### config.mk
export PLATFORM = sky130hd
export DESIGN_NAME = svg_queue
export DESIGN_NICKNAME = d
export VERILOG_FILES = /design/src/rtl/svg_pkg.sv /design/src/rtl/svg_queue.sv
export SDC_FILE = /design/constraint.sdc
export NUM_CORES = 1
export LEC_CHECK = 0
export ABC_CLOCK_PERIOD_IN_PS = 1850
export BUFFER_PORTS_ARGS = -buffer_cell sky130_fd_sc_hd__buf_2
export CORE_MARGIN = 10
export CORE_UTILIZATION = 45
export DETAILED_ROUTE_END_ITERATION = 7
export GPL_TIMING_DRIVEN = 0
export PLACE_DENSITY = 0.77
export SYNTH_ARGS = -nofsm -noshare
export SYNTH_HDL_FRONTEND = slang
export SYNTH_SLANG_ARGS = --single-unit
### constraint.sdc
create_clock -name clk_i -period 1.85 [get_ports clk_i]
set_input_delay 0.185 -clock clk_i [delete_from_list [all_inputs] [get_ports clk_i]]
set_output_delay 0.185 -clock clk_i [all_outputs]
set_load 0.05 [all_outputs]
### src/rtl/svg_pkg.sv
package svg_pkg;

  localparam int MAX_COUNT       = 255;
  localparam int TRIG_ITERATIONS = 16;
  localparam int IDX_W           = 8;
  localparam int CNT_W           = $clog2(MAX_COUNT + 1);
  localparam int NUM_W           = CNT_W + 16;
  localparam int QUO_W           = 17;
  localparam int PH_W            = 16;
  localparam int CORD_W          = 34;
  localparam int Q14_W           = 16;
  localparam int CORDIC_LAT      = TRIG_ITERATIONS + 2;
  localparam int ADDR_W          = 4;
  localparam int QUEUE_DEPTH     = 4;
  localparam logic [31:0] CORDIC_START = 32'h26DD3B6A;

  typedef enum logic [1:0] {
    REG_RADIUS  = 2'd0,
    REG_SECTORS = 2'd1,
    REG_STACKS  = 2'd2
  } reg_idx_e;

  // one classified request waiting for the arithmetic pipeline
  typedef struct packed {
    logic [IDX_W-1:0] stk;
    logic [IDX_W-1:0] sec;
    logic [CNT_W-1:0] n;
    logic [CNT_W-1:0] m;
    logic             oor;
  } req_t;

  function automatic logic [31:0] atan_lut(input int unsigned i);
    logic [31:0] v;
    case (i)
      0:  v = 32'h20000000;
      1:  v = 32'h12E4051E;
      2:  v = 32'h09FB385B;
      3:  v = 32'h051111D4;
      4:  v = 32'h028B0D43;
      5:  v = 32'h0145D7E1;
      6:  v = 32'h00A2F61E;
      7:  v = 32'h00517C55;
      8:  v = 32'h0028BE53;
      9:  v = 32'h00145F2F;
      10: v = 32'h000A2F98;
      11: v = 32'h000517CC;
      12: v = 32'h00028BE6;
      13: v = 32'h000145F3;
      14: v = 32'h0000A2F9;
      15: v = 32'h0000517D;
      16: v = 32'h000028BE;
      17: v = 32'h0000145F;
      18: v = 32'h00000A30;
      19: v = 32'h00000518;
      20: v = 32'h0000028C;
      21: v = 32'h00000146;
      22: v = 32'h000000A3;
      23: v = 32'h00000051;
      default: v = 32'h0;
    endcase
    return v;
  endfunction

endpackage

### src/rtl/svg_queue.sv
module svg_queue import svg_pkg::*; (
  input  logic clk_i,
  input  logic rst_ni,
  input  logic push_i,
  input  req_t data_i,
  input  logic pop_i,
  output req_t data_o,
  output logic full_o,
  output logic empty_o
);

  localparam int PTR_W = $clog2(QUEUE_DEPTH);

  req_t             mem_q [QUEUE_DEPTH];
  logic [PTR_W-1:0] wr_ptr_q, rd_ptr_q;
  logic [PTR_W:0]   count_q;

  assign full_o  = (count_q == (PTR_W+1)'(QUEUE_DEPTH));
  assign empty_o = (count_q == '0);
  assign data_o  = mem_q[rd_ptr_q];

  always_ff @(posedge clk_i) begin
    if (push_i) begin
      mem_q[wr_ptr_q] <= data_i;
    end
  end

  always_ff @(posedge clk_i or negedge rst_ni) begin
    if (!rst_ni) begin
      wr_ptr_q <= '0;
      rd_ptr_q <= '0;
      count_q  <= '0;
    end else begin
      if (push_i) begin
        wr_ptr_q <= wr_ptr_q + PTR_W'(1);
      end
      if (pop_i) begin
        rd_ptr_q <= rd_ptr_q + PTR_W'(1);
      end
      count_q <= count_q + (PTR_W+1)'(push_i) - (PTR_W+1)'(pop_i);
    end
  end

endmodule

Word level (Yosys, flattened, before mapping). Memory sizes are Yosys's and may differ from the RTL's. Cells that the tools add are included.

Register bits after elaboration: 7. Memory bits (writable): 132. Input port bits: 37. Output and inout bits: 35. Logic and storage cells: 12. Memories: 1.

Memories: mem_q (depth 4, width 33, rd ports 1, clocked after memory_dff 0, wr ports 1, RTL line svg_queue.sv:14) `req_t mem_q [QUEUE_DEPTH];`.

Add/sub/neg operators: 4. Eq/ne operators: 1. Mux-type cells: 2. Reduce and logical (&&, ||, !) cells: 1.

Operators with widths (count): $add A2 B1 Y2 const B (2); $add A3 B1 Y3 (1); $eq A3 B3 Y1 const B (1); $logic_not A3 Y1 (1); $sub A3 B1 Y3 (1); $mux W1 (2).

Depth between registers and ports, before layout. Gate-level depths: netlist (run 1).

Depth after elaboration: 2. Mapped depth: 6. Gate-level depth less buffers: 6.

Worst setup path before layout (run 1). No wires, ideal clock.

Kind: reg2reg. Start: register wr_ptr_q[0]. End: memory mem_q[0][0] (netlist bit), enable pin. Setup time: 393 ps. Data arrival time: 1432 ps. Data required time: 1457 ps. Slack: 25 ps. Cell stages (with the launch flop): 4. Path buffers: 0. Clock period less this slack: 1825 ps. Path through: dfrtp_1 > inv_1 > ha_1 > and2_1.

RTL lines: from (decl) (RTL line svg_queue.sv:15) `logic [PTR_W-1:0] wr_ptr_q, rd_ptr_q;`; from (signal assigned) (RTL line svg_queue.sv:35) `wr_ptr_q <= wr_ptr_q + PTR_W'(1);`; to (decl) (RTL line svg_queue.sv:14).

Straight into the memory's write port.

==> summary.md, run 1 <==
| Metric | Value |
|---|---|
| Status | complete, but fails checks |
| Failing checks | negative setup slack |
| Core ar. | 11400 um^2 |
| Number of global-route vias before repair | 2775 |
| # H-tree levels | 4 |
| PwrDens | 1850 nW/um^2 |
| Most common cell in the synthesized netlist | edfxtp_1 |
| Fin. Hold Viols | 0 |
| Post-Syn Area per Cell | 25.1 um^2 |
| Drt drc | 0 |
| Worst Hold Class | in -> reg |
| Post-DR wirelength/cell | 19.4 um |
| Slew margin rel. | 64.3% |
| GP Congestion | 0.664 |
| P_leak | 2.52 nW |
| Yosys top cell by area | edfxtp_1 |
| # rows | 39 |
| Ranking of synthesized cells by area | edfxtp_1 (76%), mux4_2 (12%), dfrtp_1 (3.4%) |
| Max-Cap Viols | 0 |
| Worst-path maximum fanout | 10 |
| Largest net degree at the start of global routing | 21 |
| Peak supply drop | 1150 uV |
| I/O Buffers | 71 |
| Overall Global Routing Usage | 12.5% |
| Vias after detailed routing | 2505 |
| Width of the die | 128 um |
| Ys flop type | edfxtp_1 |
| Fin crit share | 107% |
| Min Clock Period, post-route | 1970 ps |
| Final Setup Violations | 33 |
| Detail Placement HPWL | 5920 um |
| Data arrival time of the worst path | 1790 ps |
| Initial antenna violation count | 0 |
| CTS Buffer Depth | 2 |
| ANT nets after route | 0 |
| Final nets | 384 |
| Crit path largest cell delay | 530 ps |
| Synth Net Count | 251 |
| Number of synthesized flops with an enable pin | 132 |
| Via density | 5.05 |
| Top cells by count, synth | edfxtp_1 (132), mux4_2 (28), dfrtp_1 (7) |
| Sequential area share after synthesis | 79.6% |
| Synth Instances | 207 |
| #FFs+latches synth | 139 |
| Worst R2R Setup Slack | 150 ps |
| CTS root buf | clkbuf_16 |
| Die Y | 128 um |
| Die area | 16300 um^2 |
| First-pass GRT wire length | 15500 um |
| I/O pins | 72 |
| Share of cells above drive strength 1 | 42.2% |
| Final setup margin | -120 ps |
| Dpl ws | 131 ps |
| Finished Cell Area | 7010 um^2 |
| N_diodes | 0 |
| Post-synth design cell area | 5200 um^2 |
| Yosys cell types | 17 |
| Synthesis Warnings | 0 |
| Crit path cell chain | buf_8 > buf_12 > mux4_2 > buf_6 |
| Clock-pin slew on the worst setup and hold paths | 60 ps |
| Dpl cell area | 5850 um^2 |
| RSZ-0062 raised after global routing | true |
| Latest clock arrival within the worst-skew pair | 410 ps |
| Max Clock Freq | 508 MHz |
| Routed WL | 9630 um |
| Clk sinks | 139 |
| Crit start category | flip-flop |
| Initial core utilization | 45.8% |
| Initial DRC count | 172 |
| Worst EP required | 1660 ps |
| Clock skew | 10.7 ps |
| CTS buffer count | 17 |
| Top cell type's share of synthesized area | 76.2% |
| Ys async rst share | 5.04% |
| Area growth syn-to-layout | 34.7% |
| TritonRoute pass-1 iters | 4 |
| # fillers | 796 |
| Slew @ Worst Pin | 535 ps |
| Crit path kind | reg -> out |
| Worst path slowest cell | mux4_2 |
| CTS tree | built |
| Residual overflow from global routing | 0 |
| Slew Limit Fails | 0 |
| Worst setup EP type | output pin |
path summary, 6_finish.rpt:
check / from / end / depth (start not counted)
worst max register to register: wr_ptr_q[0]$_DFFE_PN0P_ / mem_q[2][19]$_DFFE_PP_ / 4
worst max-delay path: rd_ptr_q[0]$_DFFE_PN0P_ / data_o[4] / 4
worst min register to register: wr_ptr_q[0]$_DFFE_PN0P_ / wr_ptr_q[0]$_DFFE_PN0P_ / 1
min in group asynchronous: rst_ni / count_q[0]$_DFF_PN0_ / 2
max in group asynchronous: rst_ni / rd_ptr_q[1]$_DFFE_PN0P_ / 2
worst min-delay path: push_i / wr_ptr_q[0]$_DFFE_PN0P_ / 2
critical path: cells and delay by family (launching register included):
family | cells | cell delay (ps)
buffers and inverters | 3 | 490
DFF | 1 | 350
muxes | 1 | 530
logic make-up (layout without fill, tap and decap cells):
logic type | after synthesis | after routing | synth area share (%)
adder cells (fa/ha/maj) | 7 | 7 | 1.83
AO/OA/AOI/OAI | 1 | 1 | 0.0961
AND/OR/NAND/NOR | 8 | 8 | 0.842
flip-flops | 139 | 139 | 79.6
multiplexers | 33 | 33 | 14.6
buffers and inverters | 14 | 160 | 2.19
XOR/XNOR | 5 | 5 | 0.842
power breakdown:
group | switching (W) | internal, W | total, W
registers | 0.000163 | 0.00413 | 0.00430
clock network | 0.00122 | 0.00196 | 0.00318
logic | 0.00321 | 0.00225 | 0.00546
sequential cells by signal, indices dropped and copies added, names as in the netlist:
name and flops:
mem_q 132, rd_ptr_q 2, wr_ptr_q 2, count_q 3
metrics by stage:
stage | utilization (%) | power, W | cells | setup TNS, ps | hold slack, ps
after floorplan | - | 0.00785 | 207 | 0 | -111
after detailed placement | 51.5 | 0.00903 | 425 | 0 | 30.6
after global routing | 61.6 | 0.0135 | 496 | -5060 | 66.0
final | 61.6 | 0.0129 | 496 | -3060 | 53.3
after global placement | 50.5 | 0.00882 | 421 | -76110 | 21.3
after CTS | 61.5 | 0.0131 | 495 | -4130 | 45.9
final cells by class:
| class | instances | area (um^2) | share of cell area [%] |
|---|---|---|---|
| buffer | 8 | 103 | 1.46 |
| inverter | 6 | 22.5 | 0.321 |
| clock inverter | 14 | 129 | 1.84 |
| sequential | 139 | 4140 | 59.1 |
| clock buffer | 18 | 429 | 6.13 |
| multi-input combinational | 54 | 940 | 13.4 |
| tap | 143 | 179 | 2.55 |
| timing repair buffer | 114 | 1060 | 15.2 |
timing repair:
action / 4_1_cts / 5_1_grt
resized for setup: 72 / 2
hold buffers: 35 / 0
setup buffers: 3 / 1
setup endpoints to repair: 33 / 33
endpoints found under the hold margin: 140 / 0
layout by cell type (no fill, tap or decap), types with 4 or more instances in the layout:
| master | Yosys | layout |
|---|---|---|
| and2_2 | 0 | 4 |
| buf_12 | 3 | 4 |
| buf_16 | 0 | 4 |
| buf_2 | 4 | 39 |
| buf_4 | 0 | 6 |
| buf_6 | 1 | 33 |
| clkbuf_16 | 0 | 17 |
| clkinv_1 | 0 | 5 |
| dfrtp_1 | 7 | 7 |
| dlygate4sd3_1 | 0 | 35 |
| edfxtp_1 | 132 | 132 |
| ha_1 | 6 | 6 |
| inv_1 | 6 | 6 |
| mux4_2 | 28 | 32 |
routing by layer:
layer  vias up  part of all wire [%]  global-route usage [%]
met2        68                    52                    20.6
met5         -                     0                       0
met4         0                  0.59                    4.02
met1      1296                    42                    14.9
li1       1134                     -                       -
met3         7                   5.3                    4.71
(Power assumes the default switching activity.)
==> run 2, diff against run 1 <==
Settings changed: CELL_PAD_IN_SITES_DETAIL_PLACEMENT set to 0, CELL_PAD_IN_SITES_GLOBAL_PLACEMENT set to 1, PLACE_DENSITY 0.77 to 0.85, SETUP_SLACK_MARGIN set to 0.3.
==> run 2 against run 1 <==
  * The run still ends with negative setup slack left
  * Critical endpoint is now data_o[31]
  * Die area unchanged
  * Via count down 2.2%
  * Global-route usage is 0.33 points lower
  * Clock power fell by 3%
  * Worst hold slack worse by 39 ps
==> summary.md, run 2 (synthesized netlist as in run 1, its figures left out) <==
| Metric | Value |
|---|---|
| Final nets | 383 |
| Routed WL | 9660 um |
| Initial DRC count | 159 |
| Initial core utilization | 45.8% |
| Worst path slowest cell | mux4_2 |
| Share of cells above drive strength 1 | 45.2% |
| Largest net degree at the start of global routing | 34 |
| Fin crit share | 106% |
| Final setup margin | -104 ps |
| Die Y | 128 um |
| Latest clock arrival within the worst-skew pair | 410 ps |
| CTS root buf | clkbuf_16 |
| Crit path cell chain | buf_8 > buf_12 > mux4_2 > buf_6 |
| # H-tree levels | 4 |
| Most frequent cells in the layout | edfxtp_1 (132), buf_2 (36), buf_6 (35) |
| Placed Cells | 421 |
| Data arrival time of the worst path | 1770 ps |
| P_leak | 2.49 nW |
| CTS Buffer Depth | 2 |
| Number of global-route vias before repair | 2733 |
| WP buf/inv | 3 |
| Dpl ws | 3.42 ps |
| Clock skew | 14.1 ps |
| Max-Cap Viols | 0 |
| Non-Filler Instances | 495 |
| Commonest non-fill, non-tap cell in the layout | edfxtp_1 |
| Slew @ Worst Pin | 519 ps |
| Clk sinks | 139 |
| Die area | 16300 um^2 |
| Detail Placement HPWL | 5530 um |
| Largest reg by FF count | mem_q |
| Worst Setup SP | rd_ptr_q[0]$_DFFE_PN0P_ |
| Vias after detailed routing | 2449 |
| Residual overflow from global routing | 0 |
| Peak supply drop | 1040 uV |
| Fin. Hold Viols | 0 |
| Final Setup Violations | 33 |
| RSZ-0062 raised after global routing | true |
| Post-DR wirelength/cell | 19.5 um |
| Max Clock Freq | 512 MHz |
| PwrDens | 1850 nW/um^2 |
| Drt drc | 0 |
| Worst setup EP type | output pin |
| # rows | 39 |
| Width of the die | 128 um |
| Core ar. | 11400 um^2 |
| Critical R2R Launch | count_q[0]$_DFF_PN0_ |
| TritonRoute pass-1 iters | 4 |
| Failing checks | negative setup slack |
| Status | complete, but fails checks |
| Slew margin rel. | 65.4% |
| Slew Limit Fails | 0 |
| I/O Buffers | 71 |
| Min-delay src | data_i[12] |
| CTS tree | built |
| Crit path kind | reg -> out |
| Max FFs per register | 132 |
| Regs by FF count | mem_q (132), count_q (3) |
| N_diodes | 0 |
| Delay-heaviest family, CP | multiplexers |
| I/O pins | 72 |
| Worst EP required | 1660 ps |
| Hold_ws | 14.0 ps |
| Via density | 4.95 |
| First-pass GRT wire length | 15000 um |
| CTS buffer count | 17 |
| Setup TNS | -2600 ps |
| Worst Hold Class | in -> reg |
| Crit start category | flip-flop |
| Finished Cell Area | 6920 um^2 |
| Crit path largest cell delay | 540 ps |
| Initial antenna violation count | 0 |
| ANT nets after route | 0 |
| Area growth syn-to-layout | 33.1% |
| Worst-path maximum fanout | 9 |
| Overall Global Routing Usage | 12.2% |
| Min Clock Period, post-route | 1950 ps |
| Dpl cell area | 5750 um^2 |
| Clock-pin slew on the worst setup and hold paths | 60 ps |
| GP Congestion | 0.642 |
## run 2: where the power goes
group          total [W]  internal [W]  switching, W  leakage (nW)
Sequential       0.00430       0.00413      0.000163          1.29
Clock            0.00308       0.00185       0.00123         0.256
Combinational    0.00545       0.00222       0.00323         0.937
Total             0.0128       0.00820       0.00463          2.49
## run 2: worst register-to-register path: cells and delay by family, from the launching register on
family                   cells  cell delay (ps)
buffers and inverters        2              120
flip-flops                   1              350
XOR/XNOR                     1              130
adder cells (fa/ha/maj)      3              810
## run 2: area by class of cell
cell class,instances,area [um^2]
inverter,6,22.5
timing repair buffer,110,946
multi-input combinational,57,977
clock inverter,13,118
tap,143,179
fill,825,4450
clock buffer,19,433
sequential,139,4140
buffer,8,109
## run 2: timing repair
action | 4_1_cts | 5_1_grt
pin swaps | 0 | 2
cloned | 2 | 1
buffers inserted | 6 | 1
endpoints found under the setup margin | 166 | 69
hold buffers | 32 | 0
endpoints found under the hold margin | 123 | 0
gates resized for setup | 84 | 5
## run 2: per-layer routing
layer / share of wire [%] / GRT usage, % / routed length [um]
met4: 1.0 / 4.62 / 98
met3: 4.8 / 4.34 / 463
met1: 42 / 14.6 / 4080
met2: 52 / 19.9 / 5030
met5: 0 / 0 / 0
## run 2: path summary, 6_finish.rpt
path,to,slack (ps),cells past startpoint
worst max-delay path,data_o[31],-100,4
worst min-delay path,mem_q[1][12]$_DFFE_PP_,10,1
worst max register to register,count_q[2]$_DFF_PN0_,330,6
worst min register to register,wr_ptr_q[0]$_DFFE_PN0P_,530,1
max in group asynchronous,rd_ptr_q[1]$_DFFE_PN0P_,1550,2
min in group asynchronous,wr_ptr_q[1]$_DFFE_PN0P_,140,2
## run 2: stage by stage
| stage | util [%] | power [W] |
|---|---|---|
| 6_report | 60.9 | 0.0128 |
| 5_1_grt | 60.9 | 0.0134 |
| 3_5_place_dp | 50.5 | 0.00889 |
| 3_3_place_gp | 50.5 | 0.00882 |
| 2_1_floorplan | - | 0.00786 |
| 4_1_cts | 60.6 | 0.0130 |
