$ cat src/rtl/svg_pkg.sv
package svg_pkg;

  localparam int MAX_COUNT       = 255;
  localparam int TRIG_ITERATIONS = 16;
  localparam int IDX_W           = 8;
  localparam int CNT_W           = $clog2(MAX_COUNT + 1);
  localparam int NUM_W           = CNT_W + 16;
  localparam int QUO_W           = 17;
  localparam int PH_W            = 16;
  localparam int CORD_W          = 34;
  localparam int Q14_W           = 16;
  localparam int CORDIC_LAT      = TRIG_ITERATIONS + 2;
  localparam int ADDR_W          = 4;
  localparam int QUEUE_DEPTH     = 4;
  localparam logic [31:0] CORDIC_START = 32'h26DD3B6A;

  typedef enum logic [1:0] {
    REG_RADIUS  = 2'd0,
    REG_SECTORS = 2'd1,
    REG_STACKS  = 2'd2
  } reg_idx_e;

  // one classified request waiting for the arithmetic pipeline
  typedef struct packed {
    logic [IDX_W-1:0] stk;
    logic [IDX_W-1:0] sec;
    logic [CNT_W-1:0] n;
    logic [CNT_W-1:0] m;
    logic             oor;
  } req_t;

  function automatic logic [31:0] atan_lut(input int unsigned i);
    logic [31:0] v;
    case (i)
      0:  v = 32'h20000000;
      1:  v = 32'h12E4051E;
      2:  v = 32'h09FB385B;
      3:  v = 32'h051111D4;
      4:  v = 32'h028B0D43;
      5:  v = 32'h0145D7E1;
      6:  v = 32'h00A2F61E;
      7:  v = 32'h00517C55;
      8:  v = 32'h0028BE53;
      9:  v = 32'h00145F2F;
      10: v = 32'h000A2F98;
      11: v = 32'h000517CC;
      12: v = 32'h00028BE6;
      13: v = 32'h000145F3;
      14: v = 32'h0000A2F9;
      15: v = 32'h0000517D;
      16: v = 32'h000028BE;
      17: v = 32'h0000145F;
      18: v = 32'h00000A30;
      19: v = 32'h00000518;
      20: v = 32'h0000028C;
      21: v = 32'h00000146;
      22: v = 32'h000000A3;
      23: v = 32'h00000051;
      default: v = 32'h0;
    endcase
    return v;
  endfunction

endpackage

$ cat src/rtl/svg_front.sv
module svg_front import svg_pkg::*; (
  input  logic              clk_i,
  input  logic              rst_ni,
  input  logic              start_i,
  input  logic              psel_i,
  input  logic              penable_i,
  input  logic              pwrite_i,
  input  logic [ADDR_W-1:0] paddr_i,
  input  logic [31:0]       pwdata_i,
  input  logic [IDX_W-1:0]  stack_index_i,
  input  logic [IDX_W-1:0]  sector_index_i,
  input  logic              queue_full_i,
  output logic              push_o,
  output req_t              req_o,
  output logic [15:0]       radius_o,
  output logic [31:0]       prdata_o
);

  logic [15:0]      radius_q;
  logic [7:0]       sectors_q;
  logic [7:0]       stacks_q;
  logic             wr_en;
  reg_idx_e         wr_idx;
  logic [CNT_W-1:0] n_eff;
  logic [CNT_W-1:0] m_eff;

  function automatic logic [CNT_W-1:0] eff_count(input logic [7:0] c);
    logic [CNT_W-1:0] r;
    if (c == 8'd0) begin
      r = CNT_W'(1);
    end else if (int'(c) > MAX_COUNT) begin
      r = CNT_W'(MAX_COUNT);
    end else begin
      r = CNT_W'(c);
    end
    return r;
  endfunction

  assign wr_en  = psel_i & penable_i & pwrite_i;
  assign wr_idx = reg_idx_e'(paddr_i[3:2]);

  always_ff @(posedge clk_i or negedge rst_ni) begin
    if (!rst_ni) begin
      radius_q  <= 16'd256;
      sectors_q <= 8'd36;
      stacks_q  <= 8'd18;
    end else if (wr_en) begin
      case (wr_idx)
        REG_RADIUS:  radius_q  <= pwdata_i[15:0];
        REG_SECTORS: sectors_q <= pwdata_i[7:0];
        REG_STACKS:  stacks_q  <= pwdata_i[7:0];
        default: ;
      endcase
    end
  end

  always_comb begin
    case (wr_idx)
      REG_RADIUS:  prdata_o = {16'd0, radius_q};
      REG_SECTORS: prdata_o = {24'd0, sectors_q};
      REG_STACKS:  prdata_o = {24'd0, stacks_q};
      default:     prdata_o = 32'd0;
    endcase
  end

  assign n_eff    = eff_count(stacks_q);
  assign m_eff    = eff_count(sectors_q);
  assign radius_o = radius_q;
  assign push_o   = start_i & ~queue_full_i;

  always_comb begin
    req_o.stk = stack_index_i;
    req_o.sec = sector_index_i;
    req_o.n   = n_eff;
    req_o.m   = m_eff;
    req_o.oor = (stack_index_i > n_eff) || (sector_index_i > m_eff);
  end

endmodule

$ cat config.mk
export PLATFORM = sky130hd
export DESIGN_NAME = svg_front
export DESIGN_NICKNAME = d
export VERILOG_FILES = /design/src/rtl/svg_pkg.sv /design/src/rtl/svg_front.sv
export SDC_FILE = /design/constraint.sdc
export NUM_CORES = 1
export LEC_CHECK = 0
export ABC_AREA = 1
export BUFFER_PORTS_ARGS = -buffer_cell sky130_fd_sc_hd__buf_2
export CAP_MARGIN = 10
export CORE_MARGIN = 5
export CORE_UTILIZATION = 43
export DETAILED_ROUTE_END_ITERATION = 12
export GPL_TIMING_DRIVEN = 0
export PLACE_DENSITY_LB_ADDON = 0.05
export SLEW_MARGIN = 20
export SYNTH_ARGS = -nofsm -noshare
export SYNTH_HDL_FRONTEND = slang
export SYNTH_SLANG_ARGS = --single-unit
$ cat constraint.sdc
create_clock -name clk_i -period 2.3 [get_ports clk_i]
set_input_delay 0.575 -clock clk_i [delete_from_list [all_inputs] [get_ports clk_i]]
set_output_delay 0.575 -clock clk_i [all_outputs]
set_load 0.01 [all_outputs]
# After elaboration in Yosys (flattened, before gate mapping)
# Cells that the tools add are included.
# word_totals
in_bits	59
elab_cells	21
register_bits	32
output_inout_bits	82
# classes
order_cmp	2
n_eq_ne	2
muxes	3
reduce_logical	7
bitwise	4
# ops
operator	n
$pmux 16 s3	1
$gt 8x8->1	2
$logic_not 8->1	2
$mux 8	2
$reduce_and 2->1	3
$and 1x1->1	3
$eq 2x1->1 const B	1
$eq 2x2->1 const B	1
$logic_not 2->1	1
$logic_or 1x1->1	1
$not 1->1	1

# Depth between registers and ports, before layout
# Gate-level depths: netlist of the first run.
# depth
depth_word	4
mapped_depth	13
depth_no_buf	13

# Least setup slack after synthesis of the first run
# No wires, ideal clock.
# synth_timing
path_kind	register to output
start	register sectors_q[7]
end	output port req_o[0] (netlist bit)
setup_slack_ps	224
arrival_time_ps	1501
path_buffers	0
required_ps	1725
stages_incl_launch_ff	14
cell_sequence	dfrtp_1 -> inv_1 -> nand4_1 -> o21ai_0 -> ha_1 -> inv_1 -> nand2_1 -> nand2_1 -> nand2_1 -> nand2_1 -> nand2_1 -> nand2_1 -> nand2_1 -> nand2_1
# synth_rtl
element	line_no	rtl
start, declared	svg_front.sv:20	logic [7:0] sectors_q;
start signal, assigned	svg_front.sv:50	REG_SECTORS: sectors_q <= pwdata_i[7:0];
end, declared	svg_front.sv:14	output req_t req_o,

==> run metrics, run 1 <==
level count of the clock H-tree=2; cts hold-fix bufs=0; Worst Path Arrival=1.76 ns; Reg-to-Reg Start=sectors_q[5]; HPWL Detailed=4750 um; max-slew violations=0; failing checks=negative setup slack; Worst-path clk slew=0.07 ns; Synth top area share=30.96%; Syn Area/Cell=7.577 sq um; root buf cell=clkbuf_8; num ports=141; GRT Util Overall=17.57%; leading area contributor after synthesis=dfrtp_1; clock latency at the later pin of the worst-skew pair=0.28 ns; fin crit period=2.338 ns; DR pass1 iterations=4; most frequent cells in the layout=buf_2 (107), nand2_1 (63), buf_4 (44); Fmax=0.4276 GHz; CP endpoint kind=output port; final core occ=60.71%; Setup Skew=0 ns; top post-synthesis cells by area=dfrtp_1 (31%), buf_4 (12%), nand2_1 (11%), ha_1 (9.2%), inv_1 (7.2%); cts bufs inserted=5; Via density=4.308; peak supply drop=437.2 uV; vias in the first global route=1937; most used routing layer=met2; clock buffer depth=2; Detailed Route Iter0 Violations=103; nets=501; Die X=81.24 um; Crit path required time=1.73 ns; sequential area share after synthesis=36.98%; PnR worst setup slack=-0.03838 ns; gp weighted congestion=0.7827; via count=2141; crit path capture=req_o[0]; power density over the cells=679.9 mW/mm^2; n_diodes=0; Fin. Hold Viols=0; Worst Path Max Fanout=2; ANT nets after route=0; CP startpoint kind=flop; Leak=1.804 nW; global-route wire length before repair=8990 um; WS Path Type=flop to output port; fin crit share=101.7%; # clock sinks=32; Mapped Area=0.002182 sq mm; hold_ws=0.3393 ns; chip height=81.24 um; I/O Buffers=106; largest net degree at the start of global routing=33; WL/cell=11.59 um; CTS tree=built; Yosys cell types=23; initial antenna violation count=0; met1 Track Usage GR=23.40%; Area growth syn-to-layout=39.39%; R2R Path End=sectors_q[5]; DRC viols=0; site row count=26; class of the worst hold path=primary input to async pin; worst setup path startpoint=stacks_q[5]; core area=0.005010 sq mm; Fill cells=514; outcome=finished, violations left; GR Layer Usage met3=2.772%; Reg2Reg Depth=3; r2r setup slk=1.45 ns; slew at the pin closest to its max-slew limit=0.6991 ns; cells after synthesis=288; most common cell after layout, fill and taps aside=buf_2; Starting Density=43.56%; TNS Setup=-0.03838 ns; Synthesis Warnings=0; FF+latch count, synth=32; WL final=5760 um; DIE AREA=0.006599 sq mm; grt ovf=0; RSZ-0062 raised after global routing=yes; final setup vio count=1; layout cell share with drive strength beyond 1=42.86%; max cap viols=0; slew margin rel.=53.39%; met2 Usage GRT=29.15%
cells by family after synthesis:
logic type	Yosys count	share of synthesized area (%)
AOI/OAI and AO/OA	48	12.27
and+or+nand+nor	97	18.52
DFF	32	36.98
buffers and inverters	94	22.88
adders and majority gates	16	9.174
other	1	0.1719
synthesized netlist by cell type:
| master | number |
|---|---|
| nand2_1 | 63 |
| inv_4 | 1 |
| nor2_1 | 23 |
| nand3_1 | 3 |
| a21oi_1 | 12 |
| nand2_4 | 2 |
| o21ai_1 | 2 |
| buf_2 | 1 |
| and3_2 | 1 |
| ha_1 | 16 |
| conb_1 | 1 |
| dfstp_2 | 5 |
| dfrtp_1 | 27 |
| nand4_1 | 4 |
| o211ai_1 | 8 |
| buf_6 | 2 |
| inv_1 | 42 |
| clkbuf_1 | 14 |
| nor2_4 | 1 |
| a21o_1 | 2 |
| buf_4 | 34 |
| o21bai_1 | 1 |
| o21ai_0 | 23 |
critical path: stages (launching register included):
cell and delay (ns):
dfrtp_1 0.40, inv_2 0.06, nand4_1 0.11, o21bai_2 0.19, ha_2 0.18, inv_1 0.03
nand2_1 0.04, nand2_1 0.05, nand2_1 0.05, nand2_1 0.04, nand2_1 0.05, nand2_1 0.04
nand2_1 0.06, nand2_1 0.05, buf_2 0.13
sequential cells by signal, indices dropped and copies added (netlist names):
name / count
radius_o: 16
sectors_q: 8
stacks_q: 8
stage by stage:
stage | worst slack, ns | power, mW | cells | area, sq um
final | -0.03838 | 2.068 | 497 | 3042
after global routing | -0.1930 | 2.236 | 497 | 3042
after CTS | -0.06069 | 2.086 | 497 | 3042
after detailed placement | 0.09729 | 1.593 | 479 | 2856
after global placement | 0.1093 | 1.573 | 479 | 2856
after floorplan | 0.2236 | 1.267 | 303 | 2238
timing repair:
action                                  CTS  global route
gates resized for setup                  12             1
gates cloned                              0             0
pin swaps                                 5             1
endpoints found under the setup margin    1             1
setup buffers                            10             0
how the worst min path moves through the flow:
stage | slack, ns | to | start | depth (start not counted)
floorplan | 0.28 | radius_o[0] | rst_ni | 0
finish | 0.34 | radius_o[15] | rst_ni | 1
global placement | 0.47 | sectors_q[0] | sectors_q[0] | 2
detailed placement | 0.48 | sectors_q[0] | sectors_q[0] | 2
CTS | 0.35 | sectors_q[7] | rst_ni | 1
global route | 0.40 | stacks_q[3] | rst_ni | 1
layout make-up:
class                           instances  area [sq um]  share of cell area (%)
Clock buffer                            5         68.82                   2.262
Buffer                                 51         335.3                   11.02
Inverter                               43         163.9                   5.389
Multi-Input combinational cell        177         954.7                   31.39
Timing Repair Buffer                  116         605.6                   19.91
Sequential cell                        32         807.0                   26.53
Tap cell                               70         87.58                   2.879
Clock inverter                          3         18.77                  0.6170
routing by layer:
layer | part of all wire (%) | wire length (um)
met1 | 44 | 2560
met2 | 48 | 2772
met3 | 6.0 | 348
met4 | 1.4 | 78
met5 | 0 | 0
power breakdown:
part	switching [mW]	total (mW)	internal (mW)
clock	0.206	0.417	0.210
combinational	0.477	0.877	0.401
sequential	0.0837	0.774	0.691
Power figures use the tool's default switching activity.
==> inputs of run 2 (changes only) <==
--- a/config.mk
+++ b/config.mk
@@ -8,11 +8,11 @@
 export ABC_AREA = 1
 export BUFFER_PORTS_ARGS = -buffer_cell sky130_fd_sc_hd__buf_2
 export CAP_MARGIN = 10
-export CORE_MARGIN = 5
+export CORE_MARGIN = 2
 export CORE_UTILIZATION = 43
 export DETAILED_ROUTE_END_ITERATION = 12
 export GPL_TIMING_DRIVEN = 0
-export PLACE_DENSITY_LB_ADDON = 0.05
+export PLACE_DENSITY = 0.81
 export SLEW_MARGIN = 20
 export SYNTH_ARGS = -nofsm -noshare
 export SYNTH_HDL_FRONTEND = slang
==> run 2 against run 1 <==
  * The flow still finishes with violations (negative setup slack)
  * Maximum frequency is 2.6% lower
  * Register-to-register slack worse by 0.02 ns
  * Utilization is 2.8 points higher
  * Global-route usage is 2.5 points higher
  * Critical path depth stayed put
  * Worst setup slack worse by 0.063 ns
  * Die area is 14% lower
  * Largest power group unchanged
==> run metrics, run 2 (synthesis results as in run 1) <==
outcome=finished, violations left; failing checks=negative setup slack; ANT nets after route=0; cell area after layout=0.003059 sq mm; I/O Buffers=106; slew at the pin closest to its max-slew limit=0.6972 ns; CP endpoint kind=output port; max-slew violations=0; register area=807.0 sq um; level count of the clock H-tree=2; Detailed Route Iter0 Violations=72; num ports=141; final setup vio count=1; area of the multi-input gates=944.7 sq um; DIE AREA=0.005660 sq mm; DRC viols=0; final core occ=63.51%; layout cell share with drive strength beyond 1=42.29%; Leak=1.821 nW; cts bufs inserted=5; site row count=25; power density over the cells=719.7 mW/mm^2; Cell Chain, Critical Path=inv_1 > nand3_1 > o21bai_2 > ha_1 > inv_1 > nand2_1 > nand2_1 > nand2_1 > nand2_1 > nand2_1 > nand2_1 > nand2_1 > nand2_1 > buf_2; Die X=75.24 um; RSZ-0062 raised after global routing=yes; initial antenna violation count=0; slowest stage delay, CP=0.54 ns; GRT Util Overall=20.02%; Fin. Hold Viols=0; slew margin rel.=53.52%; Via density=4.501; most common cell after layout, fill and taps aside=buf_2; WS Path Type=flop to output port; cts hold-fix bufs=0; cell family with most CP delay=flip-flops; CP most frequent cell=nand2_1; n_diodes=0; core area=0.004817 sq mm; via count=2228; Fmax=0.4164 GHz; CP Buf/Inv Count=3; most frequent cells in the layout=buf_2 (107), nand2_1 (63), buf_4 (45); CP startpoint kind=flop; clock latency at the later pin of the worst-skew pair=0.29 ns; root buf cell=clkbuf_8; # clock sinks=32; Setup Skew=0 ns; fin crit period=2.402 ns; fin crit share=104.4%; Area growth syn-to-layout=40.19%; Worst-path clk slew=0.07 ns; Worst Path Arrival=1.83 ns; max cap viols=0; vias in the first global route=1923; gp weighted congestion=0.8631; WL final=5907 um; DR pass1 iterations=4; PnR worst setup slack=-0.1018 ns; Starting Density=45.30%; nets=502; chip height=75.24 um; Crit path required time=1.73 ns; WL/cell=11.93 um; grt ovf=0; CTS tree=built; Fill cells=419; peak supply drop=602.6 uV; TNS Setup=-0.1018 ns; clock buffer depth=2; Cell Area, Placed=0.002853 sq mm; global-route wire length before repair=8590 um; slowest cell on the critical path=dfstp_2; max FFs per register=16; class of the worst hold path=primary input to async pin; HPWL Detailed=4523 um; largest net degree at the start of global routing=33; Worst Path Max Fanout=2
[run 2: worst paths after layout]
path                             start      endpoint  slack [ns]  depth (start not counted)
max                        stacks_q[4]      req_o[0]       -0.10                         14
min                             rst_ni  radius_o[13]        0.33                          1
max reg2reg                stacks_q[4]   stacks_q[4]        1.43                          3
min reg2reg                radius_o[8]   radius_o[8]        0.49                          2
max in group asynchronous       rst_ni  sectors_q[7]        1.52                          1
min in group clk_i         radius_o[8]   radius_o[8]        0.49                          2
[run 2: repair_timing]
| action | 4_1_cts | 5_1_grt |
|---|---|---|
| setup buffers | 7 | 4 |
| pin swaps | 2 | 2 |
| gates resized for setup | 2 | 8 |
| setup endpoints to repair | 1 | 1 |
[run 2: area by class of cell]
cell class | instances | area share [%]
Clock inverter | 3 | 1.391
Clock buffer | 5 | 2.249
Inverter | 43 | 5.358
Buffer | 51 | 10.96
Tap cell | 67 | 2.740
Sequential cell | 32 | 26.38
Multi-Input combinational cell | 177 | 30.88
Timing Repair Buffer | 117 | 20.04
[run 2: stage by stage]
step	setup slack [ns]	hold WS, ns	cells	power [mW]
floorplan	0.2236	0.2794	303	1.267
global placement	0.1442	0.4713	476	1.559
detailed placement	0.1104	0.4836	476	1.588
CTS	-0.09438	0.3435	491	2.168
global route	-0.3009	0.4016	495	2.356
finish	-0.1018	0.3294	495	2.202
[run 2: where the power goes]
part	internal, mW	switching (mW)
registers	0.691	0.0856
clock network	0.320	0.206
logic	0.408	0.490
total	1.42	0.782
[run 2: layer usage]
metal  up-vias  global-route usage [%]  wire (um)
met2        91                   33.92       3003
met1      1005                   26.20       2475
met3         6                   2.544        378
met4         0                   7.602         49
li1       1126                       -          -
met5         -                       0          0
==> inputs of run 3 (changes only) <==
--- a/config.mk
+++ b/config.mk
@@ -5,11 +5,11 @@
 export SDC_FILE = /design/constraint.sdc
 export NUM_CORES = 1
 export LEC_CHECK = 0
-export ABC_AREA = 1
 export BUFFER_PORTS_ARGS = -buffer_cell sky130_fd_sc_hd__buf_2
 export CAP_MARGIN = 10
 export CORE_MARGIN = 2
 export CORE_UTILIZATION = 43
+export CTS_CLUSTER_DIAMETER = 150
 export DETAILED_ROUTE_END_ITERATION = 12
 export GPL_TIMING_DRIVEN = 0
 export PLACE_DENSITY = 0.81
==> run 3 against run 2 <==
  * The run still ends with negative setup slack left
  * Clock skew is the same
  * Clock-buffer cell count up 2
  * Synthesized area is the same
  * Sequential share of layout area rose by 1.0 points
  * Utilization is 2.2 points lower
  * Register-to-register slack worse by 0.04 ns
  * Sequential power up 7.5%
  * Maximum frequency shrank 8.6%
  * Worst hold slack improved by 0.0081 ns
  * Final cell count fell by 14%
  * Critical endpoint unchanged
  * Largest power group unchanged
==> run metrics, run 3 <==
ANT nets after route=0; final setup vio count=1; max-slew violations=0; Compound-Gate Fraction of Synth Area=9.404%; Tot Pwr=2.095 mW; peak supply drop=425.6 uV; Worst Path Arrival=2.05 ns; max FFs per register=16; failing checks=negative setup slack; Syn Area/Cell=9.529 sq um; n_diodes=0; Fill cells=461; grt ovf=0; FF+latch count, synth=32; Reg2Reg Depth=2; # clock sinks=32; fin crit share=114.3%; clock latency at the later pin of the worst-skew pair=0.28 ns; slew margin rel.=52.21%; Setup Skew=0 ns; cells after synthesis=229; register area=808.3 sq um; DR pass1 iterations=5; sequential area share after synthesis=36.98%; Via density=4.639; CP Buf/Inv Count=1; Leak=1.591 nW; global-route wire length before repair=8266 um; gp weighted congestion=0.8631; outcome=finished, violations left; clock buffer depth=2; Reg-to-Reg Start=sectors_q[5]; Worst-path clk slew=0.07 ns; PnR worst setup slack=-0.3285 ns; fin crit period=2.629 ns; most common cell after layout, fill and taps aside=buf_2; r2r setup slk=1.39 ns; CP endpoint kind=output port; nets=432; most frequent cells in the layout=buf_2 (108), buf_4 (35), dfrtp_1 (26); RSZ-0062 raised after global routing=yes; core area=0.004817 sq mm; Yosys cell types=27; Fmax=0.3804 GHz; Worst Path Max Fanout=4; power density over the cells=709.7 mW/mm^2; cts hold-fix bufs=0; slew at the pin closest to its max-slew limit=0.7168 ns; stages on the worst setup path=9; slowest stage delay, CP=0.44 ns; Starting Density=45.30%; site row count=25; WS Path Type=flop to output port; layout cell share with drive strength beyond 1=50.42%; largest family of logic cells by synthesized area=buffers and inverters; Cell Chain, Critical Path=nor4_2 > a41o_1 > ha_1 > nor2b_1 > o211ai_1 > a21oi_1 > o22ai_1 > o21ai_1 > buf_2; area of the multi-input gates=0.001052 sq mm; Post-synth ARST share=100.0%; GRT Util Overall=19.62%; via count=1967; root buf cell=clkbuf_8; initial antenna violation count=0; xor/xnor share of the synthesized area=0%; multiplexer share of the synthesized area=12.96%; DIE AREA=0.005660 sq mm; worst setup path startpoint=sectors_q[7]; CTS tree=built; Adder-Cell Fraction of Synth Area=9.174%; level count of the clock H-tree=2; slowest cell on the critical path=dfrtp_2; max cap viols=0; Synth top area share=30.96%; WL/cell=12.87 um; chip height=75.24 um; vias in the first global route=1771; pre-CTS setup slack=-0.1920 ns; num ports=141; R2R Path End=sectors_q[5]; class of the worst hold path=primary input to async pin; Crit path required time=1.73 ns; Post-synth top cells=buf_4 (34), dfrtp_1 (27), nand2_1 (24), o21ai_0 (23), mux2_2 (18); I/O Buffers=106; CP startpoint kind=flop; cell family with most CP delay=compound AO/OA/AOI/OAI gates; leading area contributor after synthesis=dfrtp_1; Detailed Route Iter0 Violations=98; Mapped Area=0.002182 sq mm; top post-synthesis cells by area=dfrtp_1 (31%), buf_4 (12%), mux2_2 (9.3%), ha_1 (9.2%), dfstp_2 (6.0%); cts bufs inserted=5; DRC viols=0; HPWL Detailed=4454 um; Fin. Hold Viols=0; crit path capture=req_o[0]; prevailing post-synth register cell=dfrtp_1; WL final=5455 um; most common cell in the netlist=buf_4; Post-Synth Simple-Gate Area=13.07%; Die X=75.24 um; Synthesis Warnings=0; largest net degree at the start of global routing=33; Area growth syn-to-layout=35.26%; Post-synth EDFFs=0
==> run 3: cell count changes after synthesis, moves of 5 or more <==
| cell | delta |
|---|---|
| nand2_1 | -39 |
| inv_1 | -26 |
| nor2_1 | -20 |
| mux2_2 | +18 |
| and2_1 | +8 |
| mux2i_1 | +8 |
| o211ai_1 | -6 |
| a21oi_1 | -5 |
==> run 3: what timing repair did <==
item	4_1_cts	5_1_grt
setup buffers	1	0
pin swaps	3	2
gates resized for setup	3	2
hold endpoints to repair	0	0
setup endpoints to repair	1	7
==> run 3: layout make-up <==
type	instances	area share, %
Inverter	16	2.035
Sequential cell	32	27.38
Buffer	51	11.28
Timing Repair Buffer	107	18.23
Clock buffer	7	2.586
Tap cell	67	2.840
Multi-Input combinational cell	144	35.65
==> run 3: worst min-delay path by stage <==
stage | start | cells after the start | slack, ns | to
floorplan | rst_ni | 0 | 0.28 | radius_o[0]
detailed placement | radius_o[12] | 1 | 0.51 | radius_o[12]
CTS | rst_ni | 1 | 0.37 | stacks_q[5]
global placement | radius_o[9] | 1 | 0.50 | radius_o[9]
finish | rst_ni | 1 | 0.34 | radius_o[6]
global route | rst_ni | 1 | 0.39 | radius_o[6]
==> run 3: cells by family (layout without fill, tap and decap cells) <==
logic type | Yosys count | count (layout)
buf+inv | 68 | 181
simple gates | 49 | 49
compound gates | 37 | 37
flops | 32 | 32
mux | 26 | 26
fa+ha+maj | 16 | 16
other cells | 1 | 16
==> run 3: report_power, final <==
group | switching (mW) | internal [mW]
combinational | 0.439 | 0.414
clock | 0.199 | 0.208
sequential | 0.121 | 0.714
total | 0.759 | 1.34
==> run 3: routing by layer <==
metal | GRT usage [%] | share of wire [%] | routed length, um
met1 | 25.40 | 42 | 2312
met2 | 33.82 | 52 | 2812
met3 | 3.614 | 5.1 | 278
met4 | 5.263 | 0.95 | 52
met5 | 0 | 0 | 0
==> run 3: worst reg2reg max path: stages, from the launching register on <==
cell and delay [ns]:
dfstp_2 0.55, inv_1 0.08, o21ai_0 0.20
==> run 3: through the flow <==
step	hold slack (ns)	setup TNS, ns	instances	util, %	area [sq um]
floorplan	0.2794	0	244	-	2238
global placement	0.4994	-0.1685	417	59.22	2853
detailed placement	0.5098	-0.1920	417	59.22	2853
CTS	0.3657	-0.3571	425	61.22	2949
global route	0.3919	-0.5239	424	61.27	2952
finish	0.3376	-0.3285	424	61.27	2952
